## config.mk

```make
export PLATFORM = sky130hd
export DESIGN_NAME = tridiagonal_thomas_solver
export DESIGN_NICKNAME = d
export VERILOG_FILES = /design/src/hdl/tts_pkg.sv /design/src/hdl/tridiagonal_thomas_solver.sv /design/src/hdl/tts_mul.sv /design/src/hdl/tts_div.sv
export SDC_FILE = /design/constraint.sdc
export NUM_CORES = 2
export LEC_CHECK = 0
export BUFFER_PORTS_ARGS = -buffer_cell sky130_fd_sc_hd__buf_2
export CORE_MARGIN = 2
export CORE_UTILIZATION = 30
export DETAILED_ROUTE_END_ITERATION = 6
export GPL_ROUTABILITY_DRIVEN = 0
export GPL_TIMING_DRIVEN = 1
export HOLD_SLACK_MARGIN = 0.15
export MAX_ROUTING_LAYER = met4
export SLEW_MARGIN = 20
export SYNTH_ARGS = -nofsm -noshare
export SYNTH_HDL_FRONTEND = slang
export SYNTH_HIERARCHICAL = 1
export SYNTH_SLANG_ARGS = --single-unit
```

## constraint.sdc

```tcl
create_clock -name clk -period 16.7 [get_ports clk]
set_input_delay 5.01 -clock clk [delete_from_list [all_inputs] [get_ports clk]]
set_output_delay 5.01 -clock clk [all_outputs]
set_load 0.05 [all_outputs]
```

## src/hdl/tts_pkg.sv

```systemverilog
// shared constants, types and helpers for the tridiagonal solver
// no dependencies
package tts_pkg;

    localparam int MAX_ROWS  = 32;
    localparam int FRAC_BITS = 16;
    localparam int DATA_W    = 32;
    localparam int ROW_IDX_W = 6;
    localparam int IDX_W     = $clog2(MAX_ROWS);
    localparam int CNT_W     = $clog2(MAX_ROWS + 1);
    localparam int NUM_W     = DATA_W + FRAC_BITS;
    localparam int MUL_CNT_W = $clog2(DATA_W);
    localparam int DIV_CNT_W = $clog2(NUM_W);

    localparam logic signed [DATA_W-1:0] Q_MAX = {1'b0, {(DATA_W-1){1'b1}}};
    localparam logic signed [DATA_W-1:0] Q_MIN = {1'b1, {(DATA_W-1){1'b0}}};

    typedef enum logic [3:0] {
        ST_IDLE,
        ST_FWD_READ,
        ST_FWD_MSTART,
        ST_FWD_MUL,
        ST_FWD_DSTART,
        ST_FWD_DIV,
        ST_BS_READ,
        ST_BS_LOAD,
        ST_BS_MUL,
        ST_OUT_READ,
        ST_OUT_LOAD,
        ST_OUT_WAIT
    } state_t;

    // saturate a 33 bit sum to 32 bits
    function automatic logic signed [DATA_W-1:0] sat_sum(input logic signed [DATA_W:0] v);
        logic signed [DATA_W-1:0] r;
        begin
            if (v[DATA_W] != v[DATA_W-1])
                r = v[DATA_W] ? Q_MIN : Q_MAX;
            else
                r = v[DATA_W-1:0];
            return r;
        end
    endfunction

endpackage

```

## src/hdl/tridiagonal_thomas_solver.sv

```systemverilog
// tridiagonal system solver, Thomas algorithm in Q16.16, rows in, solution entries out
// depends on tts_pkg, tts_mul, tts_div
// forward row: a serial multiply and then a divide before the next input slot
// back substitution: one serial multiply per entry below the top one
// output: each solution entry is read, loaded and then held until the sink takes it
// reset clears control state and counters; coefficient stores hold no reset value
module tridiagonal_thomas_solver (
    input  logic                                        clk,
    input  logic                                        rst_n,
    input  logic                                        in_valid,
    output logic                                        in_stall,
    input  logic signed [tts_pkg::DATA_W-1:0]           lower_coef,
    input  logic signed [tts_pkg::DATA_W-1:0]           diag_coef,
    input  logic signed [tts_pkg::DATA_W-1:0]           upper_coef,
    input  logic signed [tts_pkg::DATA_W-1:0]           rhs_value,
    input  logic                                        last_row,
    output logic                                        out_valid,
    input  logic                                        out_stall,
    output logic signed [tts_pkg::DATA_W-1:0]           solution_value,
    output logic [tts_pkg::ROW_IDX_W-1:0]               row_index,
    output logic                                        last_of_run,
    output logic                                        singular_flag,
    output logic                                        overflow_flag
);
    import tts_pkg::*;

    state_t state_reg, state_next;

    logic signed [DATA_W-1:0] alpha_mem [MAX_ROWS];
    logic signed [DATA_W-1:0] beta_mem [MAX_ROWS];
    logic signed [DATA_W-1:0] alpha_rd_reg, beta_rd_reg;

    logic signed [DATA_W-1:0] a_reg, b_reg, c_reg, d_reg;
    logic                     last_reg;
    logic signed [DATA_W-1:0] den_reg, num_reg, negc_reg;
    logic signed [DATA_W-1:0] x_reg, opb_reg, opa_reg;
    logic [CNT_W-1:0]         row_count_reg, n_reg;
    logic [IDX_W-1:0]         k_reg, idx_reg;
    logic                     singular_reg, overflow_reg;
    logic                     out_valid_reg;
    logic signed [DATA_W-1:0] sol_reg;
    logic [ROW_IDX_W-1:0]     row_index_reg;
    logic                     last_out_reg, sing_out_reg, ovf_out_reg;

    logic                     in_acc, out_acc, full;
    logic [IDX_W-1:0]         rd_addr, top_idx;
    logic                     mul_start, div_start;
    logic signed [DATA_W-1:0] m1_a, m1_b, m2_a, m2_b;
    logic                     m1_done, m2_done, da_done, db_done;
    logic signed [DATA_W-1:0] m1_p, m2_p, qa, qb;
    logic                     da_hit, db_hit;

    assign in_acc  = in_valid && !in_stall;
    assign out_acc = out_valid_reg && !out_stall;
    assign full    = (row_count_reg == CNT_W'(MAX_ROWS));
    assign top_idx = IDX_W'(n_reg - 1'b1);

    // next state
    always_comb
    begin
        state_next = state_reg;
        case (state_reg)
            ST_IDLE:
                if (in_acc)
                begin
                    if (!full)
                        state_next = ST_FWD_READ;
                    else if (last_row)
                        state_next = ST_BS_READ;
                end
            ST_FWD_READ:   state_next = ST_FWD_MSTART;
            ST_FWD_MSTART: state_next = ST_FWD_MUL;
            ST_FWD_MUL:    if (m1_done && m2_done) state_next = ST_FWD_DSTART;
            ST_FWD_DSTART: state_next = ST_FWD_DIV;
            ST_FWD_DIV:
                if (da_done && db_done)
                    state_next = last_reg ? ST_BS_READ : ST_IDLE;
            ST_BS_READ:    state_next = ST_BS_LOAD;
            ST_BS_LOAD:
                if (k_reg != top_idx)
                    state_next = ST_BS_MUL;
                else if (k_reg == '0)
                    state_next = ST_OUT_READ;
                else
                    state_next = ST_BS_READ;
            ST_BS_MUL:
                if (m1_done)
                    state_next = (k_reg == '0) ? ST_OUT_READ : ST_BS_READ;
            ST_OUT_READ:   state_next = ST_OUT_LOAD;
            ST_OUT_LOAD:   state_next = ST_OUT_WAIT;
            ST_OUT_WAIT:
                if (!out_stall)
                    state_next = (idx_reg == top_idx) ? ST_IDLE : ST_OUT_READ;
            default:       state_next = ST_IDLE;
        endcase
    end

    // control outputs
    always_comb
    begin
        in_stall  = (state_reg != ST_IDLE);
        mul_start = 1'b0;
        div_start = 1'b0;
        rd_addr   = '0;
        m1_a      = a_reg;
        m1_b      = (row_count_reg == '0) ? '0 : alpha_rd_reg;
        m2_a      = a_reg;
        m2_b      = (row_count_reg == '0) ? '0 : beta_rd_reg;
        case (state_reg)
            ST_FWD_READ:   rd_addr = IDX_W'(row_count_reg - 1'b1);
            ST_FWD_MSTART: mul_start = 1'b1;
            ST_FWD_DSTART: div_start = 1'b1;
            ST_BS_READ:    rd_addr = k_reg;
            ST_BS_LOAD:
            begin
                m1_a      = alpha_rd_reg;
                m1_b      = x_reg;
                mul_start = (k_reg != top_idx);
            end
            ST_BS_MUL:
            begin
                m1_a = opa_reg;
                m1_b = x_reg;
            end
            ST_OUT_READ:   rd_addr = idx_reg;
            default:       rd_addr = '0;
        endcase
    end

    tts_mul u_mul_alpha (
        .clk    (clk),
        .rst_n  (rst_n),
        .start  (mul_start),
        .mcand  (m1_a),
        .mplier (m1_b),
        .done   (m1_done),
        .prod   (m1_p)
    );

    tts_mul u_mul_beta (
        .clk    (clk),
        .rst_n  (rst_n),
        .start  (mul_start),
        .mcand  (m2_a),
        .mplier (m2_b),
        .done   (m2_done),
        .prod   (m2_p)
    );

    tts_div u_div_alpha (
        .clk   (clk),
        .rst_n (rst_n),
        .start (div_start),
        .num   (negc_reg),
        .den   (den_reg),
        .done  (da_done),
        .quot  (qa),
        .hit   (da_hit)
    );

    tts_div u_div_beta (
        .clk   (clk),
        .rst_n (rst_n),
        .start (div_start),
        .num   (num_reg),
        .den   (den_reg),
        .done  (db_done),
        .quot  (qb),
        .hit   (db_hit)
    );

    // coefficient stores, one write and one registered read per cycle
    always_ff @(posedge clk)
    begin
        if (state_reg == ST_FWD_DIV && da_done && db_done)
        begin
            alpha_mem[IDX_W'(row_count_reg)] <= last_reg ? '0 : qa;
            beta_mem[IDX_W'(row_count_reg)]  <= qb;
        end
        else if (state_reg == ST_BS_MUL && m1_done)
            beta_mem[k_reg] <= sat_sum((DATA_W+1)'(m1_p) + (DATA_W+1)'(opb_reg));
        alpha_rd_reg <= alpha_mem[rd_addr];
        beta_rd_reg  <= beta_mem[rd_addr];
    end

    // control state
    always_ff @(posedge clk or negedge rst_n)
    begin
        if (!rst_n)
        begin
            state_reg     <= ST_IDLE;
            row_count_reg <= '0;
            n_reg         <= '0;
            k_reg         <= '0;
            idx_reg       <= '0;
            singular_reg  <= 1'b0;
            overflow_reg  <= 1'b0;
            out_valid_reg <= 1'b0;
        end
        else
        begin
            state_reg <= state_next;
            case (state_reg)
                ST_IDLE:
                    if (in_acc && full)
                    begin
                        overflow_reg <= 1'b1;
                        n_reg        <= row_count_reg;
                        k_reg        <= IDX_W'(row_count_reg - 1'b1);
                    end
                ST_FWD_DIV:
                    if (da_done && db_done)
                    begin
                        if ((da_hit && !last_reg) || db_hit)
                            singular_reg <= 1'b1;
                        row_count_reg <= row_count_reg + 1'b1;
                        n_reg         <= row_count_reg + 1'b1;
                        k_reg         <= IDX_W'(row_count_reg);
                    end
                ST_BS_LOAD:
                    if (k_reg == top_idx && k_reg != '0)
                        k_reg <= k_reg - 1'b1;
                ST_BS_MUL:
                    if (m1_done)
                    begin
                        if (k_reg != '0)
                            k_reg <= k_reg - 1'b1;
                        idx_reg <= '0;
                    end
                ST_OUT_LOAD:
                    out_valid_reg <= 1'b1;
                ST_OUT_WAIT:
                    if (!out_stall)
                    begin
                        out_valid_reg <= 1'b0;
                        idx_reg       <= idx_reg + 1'b1;
                        if (idx_reg == top_idx)
                        begin
                            row_count_reg <= '0;
                            singular_reg  <= 1'b0;
                            overflow_reg  <= 1'b0;
                            idx_reg       <= '0;
                        end
                    end
                default:
                    idx_reg <= idx_reg;
            endcase
        end
    end

    // datapath registers
    always_ff @(posedge clk)
    begin
        if (in_acc)
        begin
            a_reg    <= lower_coef;
            b_reg    <= diag_coef;
            c_reg    <= upper_coef;
            d_reg    <= rhs_value;
            last_reg <= last_row;
        end
        if (state_reg == ST_FWD_MUL && m1_done)
        begin
            den_reg  <= sat_sum((DATA_W+1)'(b_reg) + (DATA_W+1)'(m1_p));
            num_reg  <= sat_sum((DATA_W+1)'(d_reg) - (DATA_W+1)'(m2_p));
            negc_reg <= sat_sum(-(DATA_W+1)'(c_reg));
        end
        if (state_reg == ST_BS_LOAD)
        begin
            opa_reg <= alpha_rd_reg;
            opb_reg <= beta_rd_reg;
            if (k_reg == top_idx)
                x_reg <= beta_rd_reg;
        end
        if (state_reg == ST_BS_MUL && m1_done)
            x_reg <= sat_sum((DATA_W+1)'(m1_p) + (DATA_W+1)'(opb_reg));
        if (state_reg == ST_OUT_LOAD)
        begin
            sol_reg       <= beta_rd_reg;
            row_index_reg <= ROW_IDX_W'(idx_reg);
            last_out_reg  <= (idx_reg == top_idx);
            sing_out_reg  <= singular_reg;
            ovf_out_reg   <= overflow_reg;
        end
    end

    assign out_valid      = out_valid_reg;
    assign solution_value = sol_reg;
    assign row_index      = row_index_reg;
    assign last_of_run    = last_out_reg;
    assign singular_flag  = sing_out_reg;
    assign overflow_flag  = ovf_out_reg;

    // checks
    a_count_range: assert property (@(posedge clk) disable iff (!rst_n)
        row_count_reg <= CNT_W'(MAX_ROWS))
        else $error("row count beyond capacity");

    a_valid_state: assert property (@(posedge clk) disable iff (!rst_n)
        out_valid_reg |-> state_reg == ST_OUT_WAIT)
        else $error("result shown outside output wait");

    a_run_clear: assert property (@(posedge clk) disable iff (!rst_n)
        (out_acc && last_out_reg) |=> (row_count_reg == '0 && !overflow_reg))
        else $error("run state not cleared after final entry");

    a_no_input_busy: assert property (@(posedge clk) disable iff (!rst_n)
        (state_reg != ST_IDLE) |-> in_stall)
        else $error("input taken while busy");

endmodule

```

## src/hdl/tts_mul.sv

```systemverilog
// bit-serial signed fixed point multiplier, one multiplier bit per cycle
// floor shift by the fraction width and saturation at the end
// depends on tts_pkg
module tts_mul (
    input  logic                                clk,
    input  logic                                rst_n,
    input  logic                                start,
    input  logic signed [tts_pkg::DATA_W-1:0]   mcand,
    input  logic signed [tts_pkg::DATA_W-1:0]   mplier,
    output logic                                done,
    output logic signed [tts_pkg::DATA_W-1:0]   prod
);
    import tts_pkg::*;

    logic signed [2*DATA_W-1:0] acc_reg, acc_next;
    logic signed [2*DATA_W-1:0] mc_reg, mc_next;
    logic [DATA_W-1:0]          mp_reg, mp_next;
    logic [MUL_CNT_W-1:0]       cnt_reg, cnt_next;
    logic                       run_reg, run_next;
    logic                       done_reg, done_next;
    logic signed [2*DATA_W-1:0] addend;
    logic signed [2*DATA_W-1:0] shifted;
    logic                       top_bit;

    // one partial product per cycle, sign bit has negative weight
    always_comb
    begin
        top_bit   = (cnt_reg == MUL_CNT_W'(DATA_W - 1));
        addend    = mp_reg[0] ? (top_bit ? -mc_reg : mc_reg) : '0;
        acc_next  = acc_reg;
        mc_next   = mc_reg;
        mp_next   = mp_reg;
        cnt_next  = cnt_reg;
        run_next  = run_reg;
        done_next = 1'b0;
        if (start)
        begin
            acc_next = '0;
            mc_next  = (2*DATA_W)'(mcand);
            mp_next  = mplier;
            cnt_next = '0;
            run_next = 1'b1;
        end
        else if (run_reg)
        begin
            acc_next = acc_reg + addend;
            mc_next  = mc_reg <<< 1;
            mp_next  = mp_reg >> 1;
            cnt_next = cnt_reg + 1'b1;
            if (top_bit)
            begin
                run_next  = 1'b0;
                done_next = 1'b1;
            end
        end
    end

    always_ff @(posedge clk or negedge rst_n)
    begin
        if (!rst_n)
        begin
            run_reg  <= 1'b0;
            done_reg <= 1'b0;
            cnt_reg  <= '0;
        end
        else
        begin
            run_reg  <= run_next;
            done_reg <= done_next;
            cnt_reg  <= cnt_next;
        end
    end

    always_ff @(posedge clk)
    begin
        acc_reg <= acc_next;
        mc_reg  <= mc_next;
        mp_reg  <= mp_next;
    end

    // floor shift and saturate
    always_comb
    begin
        shifted = acc_reg >>> FRAC_BITS;
        if (shifted > (2*DATA_W)'(Q_MAX))
            prod = Q_MAX;
        else if (shifted < (2*DATA_W)'(Q_MIN))
            prod = Q_MIN;
        else
            prod = shifted[DATA_W-1:0];
    end

    assign done = done_reg;

endmodule

```

## src/hdl/tts_div.sv

```systemverilog
// bit-serial restoring divider, (num << FRAC_BITS) / den rounded toward zero
// one quotient bit per cycle, saturation and zero pivot flagged
// depends on tts_pkg
module tts_div (
    input  logic                                clk,
    input  logic                                rst_n,
    input  logic                                start,
    input  logic signed [tts_pkg::DATA_W-1:0]   num,
    input  logic signed [tts_pkg::DATA_W-1:0]   den,
    output logic                                done,
    output logic signed [tts_pkg::DATA_W-1:0]   quot,
    output logic                                hit
);
    import tts_pkg::*;

    logic [DATA_W-1:0]    dmag_reg, dmag_next;
    logic [NUM_W-1:0]     nsh_reg, nsh_next;
    logic [DATA_W-1:0]    rem_reg, rem_next;
    logic [NUM_W-1:0]     q_reg, q_next;
    logic [DIV_CNT_W-1:0] cnt_reg, cnt_next;
    logic                 run_reg, run_next;
    logic                 done_reg, done_next;
    logic                 zden_reg, zden_next;
    logic                 nneg_reg, nneg_next;
    logic                 qneg_reg, qneg_next;
    logic [DATA_W:0]      trial;
    logic                 fits;
    logic [DATA_W-1:0]    nmag;

    // one restoring step per cycle
    always_comb
    begin
        nmag      = num[DATA_W-1] ? DATA_W'(-num) : DATA_W'(num);
        trial     = {rem_reg, nsh_reg[NUM_W-1]};
        fits      = (trial >= {1'b0, dmag_reg});
        dmag_next = dmag_reg;
        nsh_next  = nsh_reg;
        rem_next  = rem_reg;
        q_next    = q_reg;
        cnt_next  = cnt_reg;
        run_next  = run_reg;
        done_next = 1'b0;
        zden_next = zden_reg;
        nneg_next = nneg_reg;
        qneg_next = qneg_reg;
        if (start)
        begin
            dmag_next = den[DATA_W-1] ? DATA_W'(-den) : DATA_W'(den);
            nsh_next  = {nmag, {FRAC_BITS{1'b0}}};
            rem_next  = '0;
            q_next    = '0;
            cnt_next  = '0;
            nneg_next = num[DATA_W-1];
            qneg_next = num[DATA_W-1] ^ den[DATA_W-1];
            zden_next = (den == '0);
            run_next  = (den != '0);
            done_next = (den == '0);
        end
        else if (run_reg)
        begin
            rem_next = fits ? DATA_W'(trial - {1'b0, dmag_reg}) : trial[DATA_W-1:0];
            q_next   = {q_reg[NUM_W-2:0], fits};
            nsh_next = nsh_reg << 1;
            cnt_next = cnt_reg + 1'b1;
            if (cnt_reg == DIV_CNT_W'(NUM_W - 1))
            begin
                run_next  = 1'b0;
                done_next = 1'b1;
            end
        end
    end

    always_ff @(posedge clk or negedge rst_n)
    begin
        if (!rst_n)
        begin
            run_reg  <= 1'b0;
            done_reg <= 1'b0;
            cnt_reg  <= '0;
        end
        else
        begin
            run_reg  <= run_next;
            done_reg <= done_next;
            cnt_reg  <= cnt_next;
        end
    end

    always_ff @(posedge clk)
    begin
        dmag_reg <= dmag_next;
        nsh_reg  <= nsh_next;
        rem_reg  <= rem_next;
        q_reg    <= q_next;
        zden_reg <= zden_next;
        nneg_reg <= nneg_next;
        qneg_reg <= qneg_next;
    end

    // sign and saturation of the result
    always_comb
    begin
        hit  = 1'b0;
        quot = '0;
        if (zden_reg)
        begin
            hit  = 1'b1;
            quot = nneg_reg ? Q_MIN : Q_MAX;
        end
        else if (qneg_reg)
        begin
            if (q_reg > NUM_W'({1'b1, {(DATA_W-1){1'b0}}}))
            begin
                hit  = 1'b1;
                quot = Q_MIN;
            end
            else
                quot = DATA_W'(-q_reg);
        end
        else
        begin
            if (q_reg > NUM_W'(Q_MAX))
            begin
                hit  = 1'b1;
                quot = Q_MAX;
            end
            else
                quot = q_reg[DATA_W-1:0];
        end
    end

    assign done = done_reg;

endmodule
```

==> flow_metrics.py <==
metrics = {
    "outcome": {
        "run_status": "finished clean",
    },
    "global_route": {
        "via_count_of_the_first_global_routing_pass": 95900,
        "grt_start_max_net_pins": 216,
        "gr-usage-met3_pct": 2.08,
        "grt_util_met1_pct": 21.8,
        "grt_use_met2_pct": 26.8,
        "globalRouteTotalUtil_pct": 16.7,
        "grt-ovfl-total": 0,
        "wire_length_of_the_first_global_routing_pass_mm": 624,
        "globalRoute.busiestLayer": "met2",
        "antenna_found_initial": 26,
    },
    "die": {
        "floorplan.core_area_sq_um": 494000,
        "chipWidth_microns": 708,
        "dieArea_sq_um": 501000,
        "floorplan.rows": 258,
        "floorplan.io_pins": 176,
        "floorplan.initialDensity_pct": 30.1,
        "die_height_microns": 708,
    },
    "synth": {
        "synthesized_area_fraction_occupied_by_xor_and_xnor_cells_pct": 3.12,
        "netlist_top_cells_area": "edfxtp_1, dfxtp_1, nand2_1",
        "post_synthesis_simple_gate_area_fraction_pct": 12.9,
        "syn-mean-instance-area_sq_um": 11.6,
        "yosysWarnings": 6,
        "syn-num-nets": 13200,
        "synth-edff-count": 2735,
        "synth_fa_ha_area_share_pct": 2.79,
        "synth.cell_area_sq_um": 149000,
        "post_synth_mux_area_share_pct": 2.04,
        "post_synth_num_cell_types": 118,
        "ys_dominant_reg_cell": "edfxtp_1",
        "synth_top_family_by_area": "compound AO/OA/AOI/OAI gates",
        "postSynthRegisterBits": 3145,
        "syn_inst": 12800,
        "async_reset_ff_share_pct": 1.84,
        "synth_compound_gate_area_share_pct": 15.2,
        "area_fraction_of_the_dominant_cell_type_after_synthesis_pct": 55.2,
        "ys_seq_area_share_pct": 61.0,
        "post-synth-top-area-cell": "edfxtp_1",
    },
    "setup_path": {
        "endpoint_kind": "output port",
        "worst_setup_path_start_kind": "flip-flop",
        "crit_arrival_ps": 2720,
        "path_cells": "nor4_1 > inv_1 > buf_2",
        "critPathKind": "flip-flop to output port",
        "required_ps": 11690,
        "timing.critical_path.slowest_cell_delay_ps": 570,
        "cpMaxStageDelayCell": "nor4_1",
        "worst-path-max-fanout": 13,
    },
    "sta": {
        "clock.fmax_ghz": 0.129,
        "fin_crit_sh_pct": 46.3,
        "setup_total_negative_slack_ps": 0,
        "grt_setup_unrepaired": "false",
        "timing.final.hold_violations": 0,
        "final-setup-viol-count": 0,
        "whs_ps": 448,
        "worst_clock_skew_ps": 89.9,
        "tightest_slew_ps": 1170,
        "slew_headroom_pct": 21.7,
        "fin_crit_ps": 7730,
        "drv_slew": 0,
    },
    "routing": {
        "wire_length_per_cell_microns": 21.8,
        "final_antenna_net_count": 0,
        "drt-vias-per-instance": 5.25,
        "dr.first_iter.drc_count": 10100,
        "drt_pass1_iterations": 7,
        "drc_errors": 0,
        "via_count": 102000,
        "finalWirelength_mm": 425,
    },
    "cells_and_area": {
        "seq_cell_area_sq_um": 90600,
        "nFillCells": 48300,
        "multi_input_comb_area_sq_um": 54600,
        "fin_cells": 19500,
        "fin_util_pct": 34.0,
        "drive_above_1_share_pct": 9.73,
        "finalNetCount": 13100,
        "biggestRegsByFlops": "alpha_mem: 1024 flops, beta_mem: 1024 flops",
        "layout-area-overhead-vs-synth_pct": 13.0,
    },
    "power": {
        "power.leakage_nw": 58.0,
        "ir_worst_vdd_v": 0.000146,
        "pwr_density_cell_nw_per_um2": 177,
    },
    "clock_network": {
        "cts_repair_resize_count": 0,
        "cts.path.max_buffers": 4,
        "cts_hold_repair.buffers": 0,
        "cts_num_sinks": 3145,
        "cts-root-buf": "clkbuf_16",
        "buffers_inserted_during_post_cts_setup_optimization": 0,
        "cts.htree.levels": 5,
        "tritoncts_clock_tree": "yes",
        "clock_insertion_delay_worst_skew_ps": 990,
        "clk_transition_reported_paths_ps": 60,
        "cts-buffers-inserted": 323,
    },
    "placed_design": {
        "hpwl_mm": 256,
        "buffer_ports.inserted": 174,
        "place_inst": 18900,
    },
    "run": {
        "maxCapViolations": 0,
    },
    "hold_path": {
        "path_class_of_the_lowest_slack_min_delay_path": "flip-flop to flip-flop",
    },
}
==> synthesized netlist by cell type, types with 42 or more instances <==
cell         n
or3_1       75
o21ai_0    499
dfxtp_1    352
nor2_1     677
edfxtp_1  2735
a211oi_1   757
xnor2_1    357
dfrtp_1     58
o41ai_1     43
nand2_1   1770
nor2b_1    106
nor4_1      55
a21oi_1    627
o21a_1      87
a311oi_1   275
a31oi_1    296
buf_1       44
and2_1     485
nor3_1     194
clkbuf_1   611
mux2i_1    163
o21bai_1    46
nand2b_1    63
o31ai_1    108
inv_1      316
nand4_1    104
a21o_1     235
ha_1       311
buf_2      125
and2_0     167
xor2_1     170
a22oi_1     42
nand3_1    125
mux2_2     123
==> where the power goes <==
part | switching [mW] | internal, mW | total, mW | leakage [nW]
clock network | 3.14 | 4.30 | 7.44 | 5.23
registers | 1.11 | 10.1 | 11.2 | 28.8
logic | 7.03 | 4.04 | 11.1 | 24.0
==> final timing paths <==
| kind | slack (ps) | cells after the start | to | from |
|---|---|---|---|---|
| worst max-delay path | 8970 | 3 | in_stall | state_reg[0] |
| worst min-delay path | 450 | 0 | opa_reg[24] | alpha_rd_reg[24] |
| worst max register to register | 9970 | 22 | u_mul_alpha/acc_reg[61] | u_mul_alpha/mc_reg[0] |
| worst min register to register | 450 | 0 | opa_reg[24] | alpha_rd_reg[24] |
| max in group asynchronous | 11650 | 1 | u_div_alpha/run_reg | rst_n |
| min in group asynchronous | 4220 | 1 | u_div_beta/run_reg | rst_n |
==> metal layers <==
metal / up-vias / wire [microns]
met1: 50700 / 183000
li1: 47700 / -
met4: 0 / 15900
met5: - / 0
met3: 668 / 26400
met2: 3236 / 201000
==> final cells by class <==
type                            instances  area share [%]
Antenna cell                           22          0.0328
Clock inverter                        165            1.23
Multi-Input combinational cell       8521            32.5
Timing Repair Buffer                  375            1.51
Clock buffer                          427            5.22
Inverter                              320           0.718
Sequential cell                      3145            54.0
Tap cell                             6500            4.84
==> logic make-up (layout without fill, tap and decap cells) <==
logic type | after synthesis | after routing
DFF | 3145 | 3145
other | 1 | 23
and+or+nand+nor | 4045 | 4045
muxes | 287 | 287
xor gates and xnor gates | 528 | 528
adders and majority gates | 329 | 329
AOI/OAI and AO/OA | 3331 | 3331
buffers and inverters | 1112 | 1287
==> cells in the final DEF (no fill, tap or decap), drive strengths merged, types with 276 or more instances in the layout <==
master  synthesis  final
xnor2         358    358
and2          654    654
a211oi        758    758
a311oi        276    276
edfxtp       2735   2735
dfxtp         352    352
a31oi         297    297
nand2        1776   1776
buf           180    375
o21ai         543    543
nor2          682    682
clkbuf        612    427
ha            311    311
inv           317    328
a21oi         628    628
==> worst max-delay path: cells and delay by family, from the launching register on <==
| kind | cells | cell delay (ps) |
|---|---|---|
| DFF | 1 | 510 |
| and+or+nand+nor | 1 | 570 |
| buffers and inverters | 2 | 680 |
==> metrics by stage <==
stage	setup slack [ps]	total power [mW]	cell area, sq um
2_1_floorplan	8230	18.9	149000
3_3_place_gp	9150	22.1	157000
3_5_place_dp	9100	22.3	157000
4_1_cts	8900	29.7	168000
5_1_grt	8890	31.3	168000
6_report	8970	29.7	168000
Power figures use the tool's default switching activity.
